==> src/rtl/core/irpd_pkg.sv <==
// Shared types and constants for the pulse-distance infrared frame sender.
// Used by irpd_csr, irpd_engine and ir_pulse_distance_frame_sender.
package irpd_pkg;

   localparam int FRAME_BYTES  = 12;
   localparam int PAYLOAD_BITS = 96;
   localparam int TOTAL_BITS   = (FRAME_BYTES * 8 > PAYLOAD_BITS) ? PAYLOAD_BITS
                                                                 : FRAME_BYTES * 8;
   localparam int TICK_W       = 16;
   localparam int BITPOS_W     = 7;
   localparam int CSR_INDEX_W  = 3;

   // Item kinds carried on the request tuser bit.
   localparam logic REQ_TICK  = 1'b0;
   localparam logic REQ_START = 1'b1;

   // Configuration register indexes.
   localparam logic [CSR_INDEX_W-1:0] CSR_HEADER_MARK   = 3'd0;
   localparam logic [CSR_INDEX_W-1:0] CSR_HEADER_SPACE  = 3'd1;
   localparam logic [CSR_INDEX_W-1:0] CSR_BIT_MARK      = 3'd2;
   localparam logic [CSR_INDEX_W-1:0] CSR_ZERO_SPACE    = 3'd3;
   localparam logic [CSR_INDEX_W-1:0] CSR_ONE_SPACE     = 3'd4;
   localparam logic [CSR_INDEX_W-1:0] CSR_TRAILER_SPACE = 3'd5;
   localparam logic [CSR_INDEX_W-1:0] CSR_TRAILER_MARK  = 3'd6;

   // Reset values of the timing registers, in ticks.
   localparam logic [TICK_W-1:0] RST_HEADER_MARK   = 16'd600;
   localparam logic [TICK_W-1:0] RST_HEADER_SPACE  = 16'd730;
   localparam logic [TICK_W-1:0] RST_BIT_MARK      = 16'd56;
   localparam logic [TICK_W-1:0] RST_ZERO_SPACE    = 16'd56;
   localparam logic [TICK_W-1:0] RST_ONE_SPACE     = 16'd168;
   localparam logic [TICK_W-1:0] RST_TRAILER_SPACE = 16'd730;
   localparam logic [TICK_W-1:0] RST_TRAILER_MARK  = 16'd56;

   typedef enum logic [2:0] {
      PH_IDLE   = 3'd0,
      PH_HMARK  = 3'd1,
      PH_HSPACE = 3'd2,
      PH_BMARK  = 3'd3,
      PH_BSPACE = 3'd4,
      PH_TSPACE = 3'd5,
      PH_TMARK  = 3'd6
   } phase_type;

   typedef struct packed {
      logic [TICK_W-1:0] header_mark_ticks;
      logic [TICK_W-1:0] header_space_ticks;
      logic [TICK_W-1:0] bit_mark_ticks;
      logic [TICK_W-1:0] zero_space_ticks;
      logic [TICK_W-1:0] one_space_ticks;
      logic [TICK_W-1:0] trailer_space_ticks;
      logic [TICK_W-1:0] trailer_mark_ticks;
   } cfg_type;

   typedef struct packed {
      logic ir_mark;
      logic busy_res;
      logic frame_done;
   } result_type;

endpackage

==> src/rtl/core/irpd_csr.sv <==
// Timing register file of the infrared frame sender.
// Depends on irpd_pkg for the register indexes, reset values and cfg_type.
module irpd_csr (
   input  logic                                clock,
   input  logic                                reset,
   input  logic                                csr_valid,
   output logic                                csr_ready,
   input  logic [irpd_pkg::CSR_INDEX_W-1:0]    csr_index,
   input  logic [irpd_pkg::TICK_W-1:0]         csr_data,
   output irpd_pkg::cfg_type                   cfg
);

   irpd_pkg::cfg_type cfg_ff;
   irpd_pkg::cfg_type cfg_in;

   assign csr_ready = 1'b1;
   assign cfg       = cfg_ff;

   always_comb begin
      cfg_in = cfg_ff;
      if (csr_valid) begin
         unique case (csr_index)
            irpd_pkg::CSR_HEADER_MARK:   cfg_in.header_mark_ticks   = csr_data;
            irpd_pkg::CSR_HEADER_SPACE:  cfg_in.header_space_ticks  = csr_data;
            irpd_pkg::CSR_BIT_MARK:      cfg_in.bit_mark_ticks      = csr_data;
            irpd_pkg::CSR_ZERO_SPACE:    cfg_in.zero_space_ticks    = csr_data;
            irpd_pkg::CSR_ONE_SPACE:     cfg_in.one_space_ticks     = csr_data;
            irpd_pkg::CSR_TRAILER_SPACE: cfg_in.trailer_space_ticks = csr_data;
            irpd_pkg::CSR_TRAILER_MARK:  cfg_in.trailer_mark_ticks  = csr_data;
            default: ;
         endcase
      end
   end

   always_ff @(posedge clock) begin
      if (reset) begin
         cfg_ff.header_mark_ticks   <= irpd_pkg::RST_HEADER_MARK;
         cfg_ff.header_space_ticks  <= irpd_pkg::RST_HEADER_SPACE;
         cfg_ff.bit_mark_ticks      <= irpd_pkg::RST_BIT_MARK;
         cfg_ff.zero_space_ticks    <= irpd_pkg::RST_ZERO_SPACE;
         cfg_ff.one_space_ticks     <= irpd_pkg::RST_ONE_SPACE;
         cfg_ff.trailer_space_ticks <= irpd_pkg::RST_TRAILER_SPACE;
         cfg_ff.trailer_mark_ticks  <= irpd_pkg::RST_TRAILER_MARK;
      end else begin
         cfg_ff <= cfg_in;
      end
   end

endmodule

==> src/rtl/core/irpd_engine.sv <==
// Frame sequencer: phase state machine, tick counter and payload shifter.
// Depends on irpd_pkg for phase_type, cfg_type, result_type and constants.
module irpd_engine (
   input  logic                                 clock,
   input  logic                                 reset,
   input  logic                                 step,
   input  logic                                 item_kind,
   input  logic [irpd_pkg::PAYLOAD_BITS-1:0]    item_payload,
   input  irpd_pkg::cfg_type                    cfg,
   output irpd_pkg::result_type                 result
);

   irpd_pkg::phase_type                phase_ff, phase_in;
   logic [irpd_pkg::TICK_W-1:0]        tick_ff, tick_in;
   logic [irpd_pkg::BITPOS_W-1:0]      bitpos_ff, bitpos_in;
   logic [irpd_pkg::PAYLOAD_BITS-1:0]  payload_ff, payload_in;

   logic                               is_busy;
   logic                               is_mark;
   logic [irpd_pkg::TICK_W-1:0]        len_raw;
   logic [irpd_pkg::TICK_W-1:0]        len_eff;
   logic                               last_tick;
   logic [irpd_pkg::BITPOS_W-1:0]      bitpos_next;

   // The payload shifts left after each bit, so the bit on air is always the MSB.
   always_comb begin
      unique case (phase_ff)
         irpd_pkg::PH_HMARK:  len_raw = cfg.header_mark_ticks;
         irpd_pkg::PH_HSPACE: len_raw = cfg.header_space_ticks;
         irpd_pkg::PH_BMARK:  len_raw = cfg.bit_mark_ticks;
         irpd_pkg::PH_BSPACE: len_raw = payload_ff[irpd_pkg::PAYLOAD_BITS-1]
                                        ? cfg.one_space_ticks : cfg.zero_space_ticks;
         irpd_pkg::PH_TSPACE: len_raw = cfg.trailer_space_ticks;
         irpd_pkg::PH_TMARK:  len_raw = cfg.trailer_mark_ticks;
         default:             len_raw = {{(irpd_pkg::TICK_W-1){1'b0}}, 1'b1};
      endcase
   end

   // A zero length counts as one tick.
   assign len_eff = (len_raw == '0) ? {{(irpd_pkg::TICK_W-1){1'b0}}, 1'b1} : len_raw;
   assign last_tick = ({1'b0, tick_ff} + {{irpd_pkg::TICK_W{1'b0}}, 1'b1})
                      >= {1'b0, len_eff};
   assign bitpos_next = bitpos_ff + {{(irpd_pkg::BITPOS_W-1){1'b0}}, 1'b1};

   always_comb begin
      unique case (phase_ff)
         irpd_pkg::PH_HMARK, irpd_pkg::PH_BMARK, irpd_pkg::PH_TMARK: begin
            is_busy = 1'b1;
            is_mark = 1'b1;
         end
         irpd_pkg::PH_HSPACE, irpd_pkg::PH_BSPACE, irpd_pkg::PH_TSPACE: begin
            is_busy = 1'b1;
            is_mark = 1'b0;
         end
         default: begin
            is_busy = 1'b0;
            is_mark = 1'b0;
         end
      endcase
   end

   always_comb begin
      phase_in   = phase_ff;
      tick_in    = tick_ff;
      bitpos_in  = bitpos_ff;
      payload_in = payload_ff;
      result     = '0;
      if (step) begin
         if (item_kind == irpd_pkg::REQ_START) begin
            result.busy_res = 1'b1;
            if (is_busy) begin
               // A start during a frame is dropped; the current level is reported.
               result.ir_mark = is_mark;
            end else begin
               payload_in = item_payload;
               phase_in   = irpd_pkg::PH_HMARK;
               tick_in    = '0;
               bitpos_in  = '0;
            end
         end else if (is_busy) begin
            result.ir_mark  = is_mark;
            result.busy_res = 1'b1;
            if (last_tick) begin
               tick_in = '0;
               unique case (phase_ff)
                  irpd_pkg::PH_HMARK:  phase_in = irpd_pkg::PH_HSPACE;
                  irpd_pkg::PH_HSPACE: begin
                     phase_in  = irpd_pkg::PH_BMARK;
                     bitpos_in = '0;
                  end
                  irpd_pkg::PH_BMARK:  phase_in = irpd_pkg::PH_BSPACE;
                  irpd_pkg::PH_BSPACE: begin
                     bitpos_in  = bitpos_next;
                     payload_in = {payload_ff[irpd_pkg::PAYLOAD_BITS-2:0], 1'b0};
                     phase_in   = (bitpos_next >= irpd_pkg::BITPOS_W'(irpd_pkg::TOTAL_BITS))
                                  ? irpd_pkg::PH_TSPACE : irpd_pkg::PH_BMARK;
                  end
                  irpd_pkg::PH_TSPACE: phase_in = irpd_pkg::PH_TMARK;
                  default: begin
                     phase_in          = irpd_pkg::PH_IDLE;
                     bitpos_in         = '0;
                     result.frame_done = 1'b1;
                  end
               endcase
            end else begin
               tick_in = tick_ff + {{(irpd_pkg::TICK_W-1){1'b0}}, 1'b1};
            end
         end else begin
            phase_in = irpd_pkg::PH_IDLE;
         end
      end
   end

   always_ff @(posedge clock) begin
      if (reset) begin
         phase_ff  <= irpd_pkg::PH_IDLE;
         tick_ff   <= '0;
         bitpos_ff <= '0;
      end else begin
         phase_ff  <= phase_in;
         tick_ff   <= tick_in;
         bitpos_ff <= bitpos_in;
      end
   end

   always_ff @(posedge clock) begin
      payload_ff <= payload_in;
   end

endmodule

==> src/rtl/core/ir_pulse_distance_frame_sender.sv <==
// Pulse-distance infrared frame sender: one result item per request item.
// Data path: an accepted item waits in the input register, then its result is offered from
// the result register. Throughput: one item per clock while the result side is not stalled;
// the tick counter and phase state machine step at most once per item.
// A stalled result holds back new items only once the input register is also full.
// Reset clears the phase, counters and valid flags and loads the timing defaults.
module ir_pulse_distance_frame_sender (
   input  logic                                 clock,
   input  logic                                 reset,
   input  logic                                 req_tvalid,
   output logic                                 req_tready,
   // bytes_first_four [31:0], bytes_last_eight [95:32]
   input  logic [irpd_pkg::PAYLOAD_BITS-1:0]    req_tdata,
   // req_type [0]
   input  logic                                 req_tuser,
   output logic                                 rsp_tvalid,
   input  logic                                 rsp_tready,
   // ir_mark [0], busy_res [1], zero fill [7:2]
   output logic [7:0]                           rsp_tdata,
   // frame_done
   output logic                                 rsp_tlast,
   input  logic                                 csr_valid,
   output logic                                 csr_ready,
   input  logic [irpd_pkg::CSR_INDEX_W-1:0]     csr_index,
   input  logic [irpd_pkg::TICK_W-1:0]          csr_data
);

   irpd_pkg::cfg_type                  cfg;
   irpd_pkg::result_type               result;

   logic                               in_valid_ff, in_valid_in;
   logic                               in_kind_ff;
   logic [irpd_pkg::PAYLOAD_BITS-1:0]  in_data_ff;
   logic                               rsp_valid_ff, rsp_valid_in;
   irpd_pkg::result_type               rsp_ff;
   logic                               advance;
   logic                               req_fire;

   // The held item moves on when the result register is empty or being drained.
   assign advance    = in_valid_ff && (!rsp_valid_ff || rsp_tready);
   assign req_tready = !in_valid_ff || advance;
   assign req_fire   = req_tvalid && req_tready;

   assign in_valid_in  = req_fire || (in_valid_ff && !advance);
   assign rsp_valid_in = advance || (rsp_valid_ff && !rsp_tready);

   irpd_csr u_csr (
      .clock     (clock),
      .reset     (reset),
      .csr_valid (csr_valid),
      .csr_ready (csr_ready),
      .csr_index (csr_index),
      .csr_data  (csr_data),
      .cfg       (cfg)
   );

   // The first four bytes [31:0] go to the top of the engine's payload word.
   irpd_engine u_engine (
      .clock        (clock),
      .reset        (reset),
      .step         (advance),
      .item_kind    (in_kind_ff),
      .item_payload ({in_data_ff[31:0], in_data_ff[irpd_pkg::PAYLOAD_BITS-1:32]}),
      .cfg          (cfg),
      .result       (result)
   );

   always_ff @(posedge clock) begin
      if (reset) begin
         in_valid_ff  <= 1'b0;
         rsp_valid_ff <= 1'b0;
      end else begin
         in_valid_ff  <= in_valid_in;
         rsp_valid_ff <= rsp_valid_in;
      end
   end

   always_ff @(posedge clock) begin
      if (req_fire) begin
         in_kind_ff <= req_tuser;
         in_data_ff <= req_tdata;
      end
      if (advance) begin
         rsp_ff <= result;
      end
   end

   assign rsp_tvalid = rsp_valid_ff;
   assign rsp_tdata  = {6'b000000, rsp_ff.busy_res, rsp_ff.ir_mark};
   assign rsp_tlast  = rsp_ff.frame_done;

endmodule

==> config.mk <==
export PLATFORM = sky130hd
export DESIGN_NAME = ir_pulse_distance_frame_sender
export DESIGN_NICKNAME = d
export VERILOG_FILES = /design/src/rtl/core/irpd_pkg.sv /design/src/rtl/core/irpd_csr.sv /design/src/rtl/core/irpd_engine.sv /design/src/rtl/core/ir_pulse_distance_frame_sender.sv
export SDC_FILE = /design/constraint.sdc
export NUM_CORES = 1
export LEC_CHECK = 0
export BUFFER_PORTS_ARGS = -buffer_cell sky130_fd_sc_hd__buf_2
export CORE_UTILIZATION = 45
export DETAILED_ROUTE_END_ITERATION = 7
export GPL_TIMING_DRIVEN = 0
export HOLD_SLACK_MARGIN = 0.12
export PLACE_DENSITY = 0.69
export SETUP_SLACK_MARGIN = 0.02
export SLEW_MARGIN = 20
export SYNTH_ARGS = -nofsm -noshare
export SYNTH_HDL_FRONTEND = slang
export SYNTH_SLANG_ARGS = --single-unit
==> constraint.sdc <==
create_clock -name clock -period 10.4 [get_ports clock]
set_clock_uncertainty 0.1 [all_clocks]
set_input_delay 2.08 -clock clock [delete_from_list [all_inputs] [get_ports clock]]
set_output_delay 2.08 -clock clock [all_outputs]
set_load 0.02 [all_outputs]
; Word-level counts from Yosys, hierarchy flattened
; Index checks and enable logic that the tools add are counted.
[totals]
reg_bits = 336
elab_cells = 103
[classes]
n_addsub = 3
bitwise = 2
n_mux = 30
n_reduce_logical = 33
n_lt_le_gt_ge = 2
n_eq_ne = 15
[ops]
columns = operator, n
row1 = $mux 96, 5
row2 = $mux 16, 6
row3 = $pmux 16 s6, 1
row4 = $mux 7, 4
row5 = $eq 3x3->1 const B, 6
row6 = $mux 3, 6
row7 = $add 16x1->17 const B, 1
row8 = $ge 17x16->1, 1
row9 = $add 16x1->16 const B, 1
row10 = $logic_not 16->1, 1
row11 = $pmux 3 s5, 1
row12 = $pmux 7 s2, 1
row13 = $reduce_and 2->1, 7
row14 = $eq 3x2->1 const B, 4
row15 = $reduce_and 5->1, 2
row16 = $reduce_or 3->1, 3
row17 = $add 7x1->7 const B, 1
row18 = $ge 7x7->1 const B, 1
row19 = $eq 3x1->1 const B, 2
row20 = $reduce_and 3->1, 2
row21 = $reduce_bool 2->1, 3
row22 = $reduce_or 6->1, 1
row23 = $mux 1, 5
row24 = $reduce_or 5->1, 1
row25 = other kinds (8), 19

; Longest topological paths before layout
; Gate-level depths: netlist (run 1).
[depth]
word_depth = 8
depth_mapped = 19

; Modules after synthesis
; Synthesis (run 1) repeated with hierarchy kept, for this count alone.
[unflattened]
hier_cells = 1089
area_unflattened_um2 = 14498.9
[modules_own_cells]
columns = mod, seq_area_each_um2, cells_each, area_each_um2, n_inst
row1 = irpd_engine, 3403.3, 574, 6975.4, 1
row2 = irpd_csr, 2242.2, 398, 4367.9, 1
row3 = ir_pulse_distance_frame_sender, 3042.9, 117, 3155.5, 1

; Worst setup path after synthesis (run 1)
; OpenSTA, ideal clock, no wires.
[synth_timing]
kind = flip-flop to flip-flop
startpoint = register u_engine.phase_ff[1]
endpoint = register u_engine.payload_ff[0] (netlist name) (enable)
path_slack_ns = 2.849
n_path_buf = 3
arrival_ns = 6.899
required_ns = 9.749
synth_period_minus_slack_ns = 7.551
stages_incl_launch_ff = 18
path_cell_list = dfxtp_1 > buf_2 > or3b_1 > buf_2 > buf_2 > a2bb2oi_1 > and3_1 > and4_1 > nand4_1 > nor3_1 > or3_1 > ha_1 > nand4_1 > o41ai_1 > a31oi_1 > nand4_1 > a21oi_1 > nor2_1
[synth_between]
elab_chain_len = 7
word_cells_on_any_way = 17
classes_between = order compare: 1 / eq/ne: 7 / mux: 3 / reduce/logical: 6
[synth_lines]
columns = element, line_no
row1 = from (decl), irpd_engine.sv:13  ; irpd_pkg::phase_type phase_ff, phase_in;
row2 = from (signal assigned), irpd_engine.sv:116  ; phase_ff <= irpd_pkg::PH_IDLE;
row3 = from (signal assigned), irpd_engine.sv:120  ; phase_ff <= phase_in;
row4 = "$eq 3x3->1, or another cell as far along", "irpd_engine.sv:27, irpd_engine.sv:46"
row5 = $pmux 16 s6, irpd_engine.sv:27  ; unique case (phase_ff)
row6 = $logic_not 16->1, irpd_engine.sv:40  ; assign len_eff = (len_raw == '0) ? {{(irpd_pkg::TICK_W-1){1'b0}}, 1'b1} : len_raw;
row7 = $mux 16, irpd_engine.sv:40
row8 = $ge 17x16->1, irpd_engine.sv:42  ; >= {1'b0, len_eff};
row9 = $reduce_bool 2->1 (no line), n/a
row10 = $reduce_and 5->1 (no line) (*), n/a
row11 = to (signal assigned), irpd_engine.sv:127  ; payload_ff <= payload_in;
row12 = to (decl), irpd_engine.sv:16  ; logic [irpd_pkg::PAYLOAD_BITS-1:0] payload_ff, payload_in;
; Every way passes the cells marked *; elsewhere a longest branch is shown, timed or not.
; A chain may end at the register's enable or synchronous reset.

; Final worst setup path (run 1)
[layout_timing]
startpoint = register u_engine.phase_ff[2]
endpoint = register u_engine.payload_ff[35] (netlist name) (enable)
; The elaborated chain is that of the path after synthesis.

==> run summary, run 1 <==
Outcome: finished clean
CP delay by family, top: simple AND/OR/NAND/NOR gates
Final setup margin: 4.88 ns
VDD IR max: 154 uV
PostCTS Resize Cnt: 0
Crit-path cells: buf_6 > nor3b_1 > buf_2 > a22oi_1 > o211ai_1 > a221oi_1 > nand4_1 > nor3_1 > or3_1 > ha_1 > nand4_1 > o41ai_1 > a31oi_1 > nand4_1 > a21oi_1 > nor2_4 > buf_12 > buf_12
Worst EP required: 10.52 ns
# clock sinks: 336
Post-synth EDFFs: 196
Fin util: 54.2%
Drt drc: 0
Count of state elements after synthesis: 336
Slew of the pin with the lowest slew margin: 1.10 ns
Max cap viols: 0
Total CTS buffers: 37
Max frequency: 181 MHz
Largest stage delay on the critical path: 0.86 ns
DR vias/cell: 5.48
Vias in the first global route: 9,436
Synth warnings: 0
PwrDens: 181 nW/um^2
RePlAce Congestion: 0.863
RSZ-0062 raised after global routing: no
Layout area overhead: 17.8%
Die W: 177 um
Sequential fraction of the synthesis area: 63.3%
Starting DRT DRC Count: 758
Initial antenna violation count: 6
Number of antenna-violating nets in the routed design: 0
Detailed-route via count: 9,711
Worst Path Class, Setup: flip-flop to flip-flop
Clock-pin transition on the worst setup and hold timing paths: 0.06 ns
Hold_buf cts: 0
CTS tree: built
Clk root buf: clkbuf_16
Pre-CTS setup slack: 4.94 ns
Grt total ovfl: 0
Final setup viols: 0
PortBufs: 124
Bufs on Longest Clock Path: 3
Cell Area, Placed: 15,000 sq um
Syn avg cell area: 11.6 sq um
Setup TNS: 0 ns
HPWL after detailed placement: 22.1 mm
Post-CTS Setup Inserts: 0
Largest net degree at the start of global routing: 39
Synthesized area: 13,700 sq um
Cell mode on critical path: nand4_1
Fin crit share: 53.1%
Worst Setup Start Kind: flip-flop
Num ports: 133
Routed wire per std cell: 18.1 um
Die area: 31,200 sq um
Hold Crit Class: flip-flop to flip-flop
Post-synth ARST share: 0%
Slowest CP cell: nor3b_1
Crit path DAT: 5.64 ns
Fin area: 16,200 sq um
Crit-path max FO: 27
First-pass GRT wire length: 50.5 mm
Clk_lat worst skew: 0.53 ns
Fin nets: 1,492
Initial Util: 46.1%
CP Buf/Inv Count: 4
Layout cells sized above 1: 22.5%
Area of the core: 29,800 sq um
Cells after synthesis: 1,178
Fin crit period: 5.52 ns
Slew Limit Headroom: 26.4%
Leakage: 5.89 nW
Count of cell types in the netlist: 56
Drt total wl: 32.2 mm
Die Y: 177 um
Endpoints failing hold: 0
Kind of end point of the critical path: flip-flop
GRT Total Usage: 20.9%
H-tree depth: 2
Synth Flop Type: edfxtp_1
Final Max Slew Viols: 0
Drt pass-1 iters: 5
Row cnt: 63
[power breakdown]
group | internal (mW) | switching (mW) | leakage [nW]
registers | 1.46 | 0.0144 | 2.98
logic | 0.0729 | 0.114 | 2.33
clock network | 0.739 | 0.527 | 0.583
[routing by layer]
metal | global-route usage (%) | vias up | wire, um
li1 | - | 4584 | -
met1 | 27.7 | 4683 | 13700
met2 | 34.5 | 369 | 15200
met3 | 4.36 | 67 | 2480
met4 | 5.96 | 8 | 779
met5 | 0 | - | 48
[kinds of logic after synthesis]
kind of cell / Yosys count / synth area share (%)
and+or+nand+nor: 416 / 13.4
DFF: 336 / 63.3
AOI/OAI and AO/OA: 192 / 8.56
muxes: 111 / 8.96
buffers and inverters: 84 / 2.78
adders and majority gates: 20 / 1.82
xor gates and xnor gates: 17 / 1.09
other: 2 / 0.0547
[worst paths after layout]
| kind | cells after the start | slack [ns] | endpoint | start |
|---|---|---|---|---|
| max | 18 | 4.88 | u_engine.payload_ff[35] | u_engine.phase_ff[2] |
| min | 2 | 0.35 | u_csr.cfg[56] | u_csr.cfg[56] |
| max reg2reg | 18 | 4.88 | u_engine.payload_ff[35] | u_engine.phase_ff[2] |
| min reg2reg | 2 | 0.35 | u_csr.cfg[56] | u_csr.cfg[56] |
[layout make-up]
cell class,instances,area [sq um]
fill,2531,13600
sequential,336,8690
multi-input combinational,763,4690
clock buffer,46,1000
timing repair buffer,129,728
tap,390,488
buffer,74,343
clock inverter,22,183
inverter,10,38.8
antenna,3,7.51
[worst reg2reg max path: stages, from the launching register on]
cell      delay (ns)
dfxtp_1         0.34
buf_6           0.15
nor3b_1         0.86
buf_2           0.43
a22oi_1         0.11
o211ai_1        0.13
a221oi_1        0.13
nand4_1         0.14
nor3_1          0.07
or3_1           0.35
ha_1            0.31
nand4_1         0.08
o41ai_1         0.32
a31oi_1         0.07
nand4_1         0.30
a21oi_1         0.17
nor2_4          0.62
buf_12          0.29
buf_12          0.23
[cells in the mapped netlist, types with 7 or more instances]
library cell	n	area, sq um
a22oi_1	9	67.6
xnor2_1	10	87.6
nor2b_1	7	43.8
edfxtp_1	196	5890
nand4_1	11	68.8
nor2_1	25	93.8
mux2i_1	16	160
buf_4	9	67.6
and3_1	11	68.8
ha_1	20	250
nand3_1	56	280
dfxtp_1	140	2800
inv_1	9	33.8
o21ai_0	17	85.1
o2bb2ai_1	10	87.6
a21oi_1	113	566
xor2_1	7	61.3
a221o_1	9	90.1
clkbuf_1	50	188
nor3_1	10	50.1
buf_2	12	60.1
a221oi_1	10	87.6
nand2_1	263	987
mux2_2	95	1070
[cell usage in the layout (no fill, tap or decap), types with 10 or more instances in the layout]
cell | Yosys | layout
nor2_1 | 25 | 24
nand2_1 | 263 | 263
nand3_1 | 56 | 56
nor3_1 | 10 | 10
xnor2_1 | 10 | 10
ha_1 | 20 | 20
mux2_2 | 95 | 95
clkbuf_16 | 0 | 38
mux2i_1 | 16 | 16
o2bb2ai_1 | 10 | 10
a21oi_1 | 113 | 113
o21ai_0 | 17 | 17
dfxtp_1 | 140 | 140
nand4_1 | 11 | 11
a221oi_1 | 10 | 10
buf_2 | 12 | 136
and3_1 | 11 | 11
edfxtp_1 | 196 | 196
clkbuf_1 | 50 | 56
[sequential cells by signal, indices dropped and copies added, names as in the netlist]
name,flops
u_csr.cfg,112
in_data_ff,96
u_engine.payload_ff,96
u_engine.tick_ff,16
u_engine.bitpos_ff,7
u_engine.phase_ff,3
rsp_tdata,2
in_kind_ff,1
in_valid_ff,1
rsp_tlast,1
rsp_tvalid,1
[through the flow]
| stage | std cells | hold slack [ns] | power [mW] |
|---|---|---|---|
| finish | 1773 | 0.353 | 2.93 |
| global route | 1770 | 0.367 | 3.02 |
| CTS | 1770 | 0.354 | 2.95 |
| detailed placement | 1702 | 0.346 | 1.69 |
| global placement | 1697 | 0.341 | 1.68 |
| floorplan | 1183 | 0.332 | 1.61 |
Power figures use the tool's default switching activity.
==> run 2, diff against run 1 <==
==> constraint.sdc (replaced) <==
create_clock -name clock -period 5.6 [get_ports clock]
set_clock_uncertainty 0.1 [all_clocks]
set_input_delay 1.12 -clock clock [delete_from_list [all_inputs] [get_ports clock]]
set_output_delay 1.12 -clock clock [all_outputs]
set_load 0.02 [all_outputs]
==> run 2 against run 1 <==
Against the previous run: sequential share of layout area about the same; final area is essentially flat; hold slack hardly changed; setup slack worse by 4.8 ns; largest cell class unchanged; flip-flop and latch count unchanged.
==> run summary, run 2 (synthesized netlist as in run 1, its figures left out) <==
Final Max Slew Viols: 0
H-tree depth: 2
Initial Util: 46.1%
Drt drc: 0
Commonest non-fill, non-tap cell in the layout: nand2_1
Worst Path Class, Setup: flip-flop to flip-flop
# clock sinks: 336
PortBufs: 124
Internal Power: 4.20 mW
Fin nets: 1,492
First-pass GRT wire length: 49.5 mm
Routed wire per std cell: 18.0 um
Detailed-route via count: 9,693
Final setup viols: 0
RePlAce Congestion: 0.866
Worst Setup Start Kind: flip-flop
Row cnt: 63
Clock-pin transition on the worst setup and hold timing paths: 0.06 ns
Crit-path max FO: 25
Number of antenna-violating nets in the routed design: 0
Bufs on Longest Clock Path: 3
Total CTS buffers: 37
Num ports: 133
Clk_lat worst skew: 0.54 ns
Endpoints failing hold: 0
NetSw: 1.24 mW
DR vias/cell: 5.47
Kind of end point of the critical path: flip-flop
Drt total wl: 32.0 mm
Slew of the pin with the lowest slew margin: 1.14 ns
PwrDens: 336 nW/um^2
Layout area overhead: 17.9%
Hold Crit Class: flip-flop to flip-flop
RSZ-0062 raised after global routing: no
Die Y: 177 um
HPWL after detailed placement: 21.7 mm
Grt total ovfl: 0
Final hold slack: 0.353 ns
Initial antenna violation count: 11
Starting DRT DRC Count: 900
Vias in the first global route: 9,419
CTS tree: built
Switch share: 22.8%
Combinational power share: 6.4%
Layout cells sized above 1: 22.8%
Commonest non-fill, non-tap cells in the layout: nand2_1, edfxtp_1, dfxtp_1
Clk root buf: clkbuf_16
Max frequency: 182 MHz
Fin crit period: 5.50 ns
Power Total: 5.44 mW
Crit path DAT: 5.63 ns
Slew Limit Headroom: 23.6%
Seq pwr share: 50.3%
Outcome: finished clean
Fin util: 54.3%
Clock Power Share: 43.3%
Die area: 31,200 sq um
Fin crit share: 98.2%
Area of the core: 29,800 sq um
Drt pass-1 iters: 5
Worst EP required: 5.73 ns
Leakage: 5.88 nW
Hold_buf cts: 0
Die W: 177 um
Max cap viols: 0
Largest net degree at the start of global routing: 52
GRT Total Usage: 20.5%
Max reg flops: 112
VDD IR max: 300 uV
==> run 2: cell count changes in the layout (fill, tap and decap cells not counted), sizes merged <==
| cell | before | now |
|---|---|---|
| clkinv | 19 | 12 |
| clkinvlp | 1 | 4 |
| inv | 10 | 13 |
| diode | 3 | 5 |
| buf | 152 | 151 |
| bufinv | 2 | 1 |
| nor2 | 26 | 27 |
==> run 2: repair_timing <==
action	in CTS	in global routing
endpoints found under the setup margin	0	25
setup buffers	0	0
gates resized for setup	0	3
==> run 2: final timing paths <==
path                                               from                      end  slack (ns)  cells past startpoint
worst min register to register            u_csr.cfg[63]            u_csr.cfg[63]        0.35                      2
worst max register to register  u_engine.payload_ff[95]  u_engine.payload_ff[41]         0.1                     18
worst max-delay path            u_engine.payload_ff[95]  u_engine.payload_ff[41]         0.1                     18
worst min-delay path                      u_csr.cfg[63]            u_csr.cfg[63]        0.35                      2
==> run 2: area by class of cell <==
cell class              instances  area, sq um
plain buffers                  74          343
clock buffers                  46         1020
inverters                      10         38.8
fillers                      2562        13600
clock inverters                20          164
repair buffers                128          708
diodes                          5         12.5
well taps                     390          488
flip-flops and latches        336         8690
multi-input cells             764         4710
==> run 2: power groups by stage <==
stage / clock network, mW / registers, mW / logic (mW)
after floorplan: 0 / 2.78 / 0.203
after global placement: 0 / 2.79 / 0.329
after detailed placement: 0 / 2.79 / 0.345
after CTS: 2.40 / 2.73 / 0.347
after global routing: 2.50 / 2.74 / 0.378
final: 2.36 / 2.73 / 0.349
==> run 2: worst max-delay path: stages (launching register included) <==
cell       delay (ns)
edfxtp_1         0.33
buf_2            0.25
buf_2            0.39
mux2i_1          0.38
o2bb2ai_1        0.10
a221o_1          0.27
a221oi_1         0.47
nand4_1          0.20
nor3_1           0.26
or3_1            0.20
ha_1             0.16
nand4_1          0.09
o41ai_1          0.38
a31oi_1          0.10
nand4_1          0.34
a21oi_1          0.26
nor2_4           0.44
buf_12           0.25
buf_12           0.21
==> run 2: through the flow <==
step                cell area [sq um]  setup slack (ns)  setup TNS [ns]  instances
finish                          16200            0.0991               0       1773
CTS                             16100            0.0539               0       1767
detailed placement              15000            0.0487               0       1701
global route                    16200            0.0283               0       1770
floorplan                       13700             0.722               0       1183
global placement                14900             -1.15         -109.35       1697
==> run 2: layer usage <==
metal	up-vias	track usage [%]	share of wire, %
met5	-	0	0.20
met4	12	7.69	3.2
met3	90	5.65	8.9
met2	403	33.1	46
met1	4596	26.2	42
li1	4592	-	-
==> run 3, diff against run 2 <==
--- a/config.mk
+++ b/config.mk
@@ -10,9 +10,9 @@
 export DETAILED_ROUTE_END_ITERATION = 7
 export GPL_TIMING_DRIVEN = 0
 export HOLD_SLACK_MARGIN = 0.12
-export PLACE_DENSITY = 0.69
 export SETUP_SLACK_MARGIN = 0.02
 export SLEW_MARGIN = 20
 export SYNTH_ARGS = -nofsm -noshare
 export SYNTH_HDL_FRONTEND = slang
 export SYNTH_SLANG_ARGS = --single-unit
+export TNS_END_PERCENT = 10
==> run 3 against run 2 <==
Against the previous run: final area increased by 0.85%; flip-flop and latch count unchanged; wire length did not move; setup slack gained 0.38 ns; critical path type unchanged.
==> run summary, run 3 (synthesized netlist as in run 1, its figures left out) <==
Outcome: finished clean
PortBufs: 124
Commonest non-fill, non-tap cell in the layout: nand2_1
Commonest non-fill, non-tap cells in the layout: nand2_1, edfxtp_1, dfxtp_1
Layout cells sized above 1: 22.8%
Die W: 177 um
R2R Path End: u_engine.payload_ff[16]
Leakage: 5.95 nW
Row cnt: 63
Kind of end point of the critical path: flip-flop
VDD IR max: 264 uV
Non-Filler Instances: 1,771
Endpoints failing hold: 0
Fin area: 16,300 sq um
Reg2reg setup slack: 0.47 ns
Fin crit share: 91.5%
Starting DRT DRC Count: 661
Slew Limit Headroom: 29.0%
Worst Setup Start Kind: flip-flop
Slew of the pin with the lowest slew margin: 1.06 ns
GRT Total Usage: 20.9%
Max reg flops: 112
DR vias/cell: 5.38
Clk_lat worst skew: 0.54 ns
Worst Path Class, Setup: flip-flop to flip-flop
Hold Crit Class: flip-flop to flip-flop
Drt drc: 0
R2R cell count: 19
Fin nets: 1,494
# clock sinks: 336
Detailed-route via count: 9,531
Vias in the first global route: 9,335
Reg area: 8690 sq um
Fin crit period: 5.13 ns
Clock-pin transition on the worst setup and hold timing paths: 0.06 ns
Num ports: 133
Bufs on Longest Clock Path: 3
Number of antenna-violating nets in the routed design: 0
RSZ-0062 raised after global routing: no
Initial antenna violation count: 11
Hold path cells: 2
Largest net degree at the start of global routing: 35
RePlAce Congestion: 0.842
Max cap viols: 0
Cell Area, Placed: 15,000 sq um
Final Max Slew Viols: 0
H-tree depth: 2
Die Y: 177 um
Worst EP required: 5.72 ns
Crit path DAT: 5.25 ns
Drt total wl: 32.0 mm
Max frequency: 195 MHz
Area of the core: 29,800 sq um
CTS tree: built
Routed wire per std cell: 18.1 um
Crit-path max FO: 26
Worst r2r src: u_engine.payload_ff[95]
Layout area overhead: 18.9%
HPWL after detailed placement: 22.0 mm
Hold_buf cts: 0
First-pass GRT wire length: 50.3 mm
Die area: 31,200 sq um
Worst Hold End: u_csr.cfg[61]
Final setup viols: 0
Drt pass-1 iters: 5
PwrDens: 349 nW/um^2
Placed insts: 1,702
Worst Hold Launch: u_csr.cfg[61]
Multi-input gate area: 4710 sq um
Fillers: 2,587
Initial Util: 46.1%
Clk root buf: clkbuf_16
Total CTS buffers: 37
Grt total ovfl: 0
[run 3: cell count changes in the layout (fill, tap and decap cells not counted), moves of 2 or more]
cell,previous run,this run
bufinv_16,1,7
clkinv_1,8,5
buf_12,3,5
clkbuf_8,4,2
clkinvlp_4,4,2
inv_6,2,0
[run 3: stage by stage]
step	hold slack (ns)	power [mW]	TNS [ns]	setup WS, ns	utilization [%]
3_5_place_dp	0.346	3.13	-0.280	-0.0139	50.2
4_1_cts	0.354	5.74	0	0.0836	54.6
5_1_grt	0.369	5.88	0	0.168	54.7
3_3_place_gp	0.341	3.12	-110.96	-1.17	49.9
2_1_floorplan	0.332	2.99	0	0.722	-
6_report	0.353	5.69	0	0.474	54.7
[run 3: worst max-delay path by stage]
stage                                    endpoint                    start  slack (ns)
after floorplan            u_engine.payload_ff[0]     u_engine.phase_ff[1]        0.72
after global placement    u_engine.payload_ff[50]     u_engine.phase_ff[0]       -1.17
after detailed placement  u_engine.payload_ff[50]     u_engine.phase_ff[2]       -0.01
after CTS                 u_engine.payload_ff[16]  u_engine.payload_ff[95]        0.08
after global routing      u_engine.payload_ff[16]  u_engine.payload_ff[95]        0.17
final                     u_engine.payload_ff[16]  u_engine.payload_ff[95]        0.47
[run 3: power breakdown]
part	switching [mW]	internal (mW)
clock network	0.984	1.62
registers	0.0255	2.71
logic	0.211	0.136
total	1.22	4.46
[run 3: worst max-delay path: stages (launching register included)]
cell and delay [ns]:
edfxtp_1 0.31, buf_2 0.25, buf_2 0.37, mux2i_1 0.35, o2bb2ai_1 0.09, a221o_1 0.28
a221oi_1 0.45, nand4_1 0.21, nor3_1 0.19, or3_1 0.15, ha_1 0.15, nand4_1 0.09
o41ai_1 0.35, a31oi_1 0.08, nand4_1 0.30, a21oi_1 0.24, nor2_4 0.19, buf_12 0.20
buf_12 0.21, buf_12 0.20
[run 3: cell type report]
| cell class | count | share of cell area (%) |
|---|---|---|
| Sequential cell | 336 | 53.3 |
| Antenna cell | 5 | 0.0767 |
| Buffer | 74 | 2.10 |
| Tap cell | 390 | 2.99 |
| Multi-Input combinational cell | 764 | 28.9 |
| Clock buffer | 46 | 6.27 |
| Timing Repair Buffer | 130 | 4.46 |
| Inverter | 10 | 0.238 |
| Clock inverter | 16 | 1.72 |
[run 3: timing repair]
item | 4_1_cts | 5_1_grt
resized for setup | 0 | 3
gates cloned | 1 | 0
buffers inserted | 0 | 1
endpoints found under the setup margin | 26 | 26
pin swaps | 1 | 1
[run 3: metal layers]
metal | wire, um | global-route usage, % | share of wire, % | vias to the layer above
met5 | 77 | 0 | 0.24 | -
met4 | 816 | 6.36 | 2.6 | 12
met3 | 2480 | 5.35 | 7.8 | 72
met2 | 14700 | 33.4 | 46 | 287
met1 | 13900 | 27.9 | 43 | 4566
li1 | - | - | - | 4594
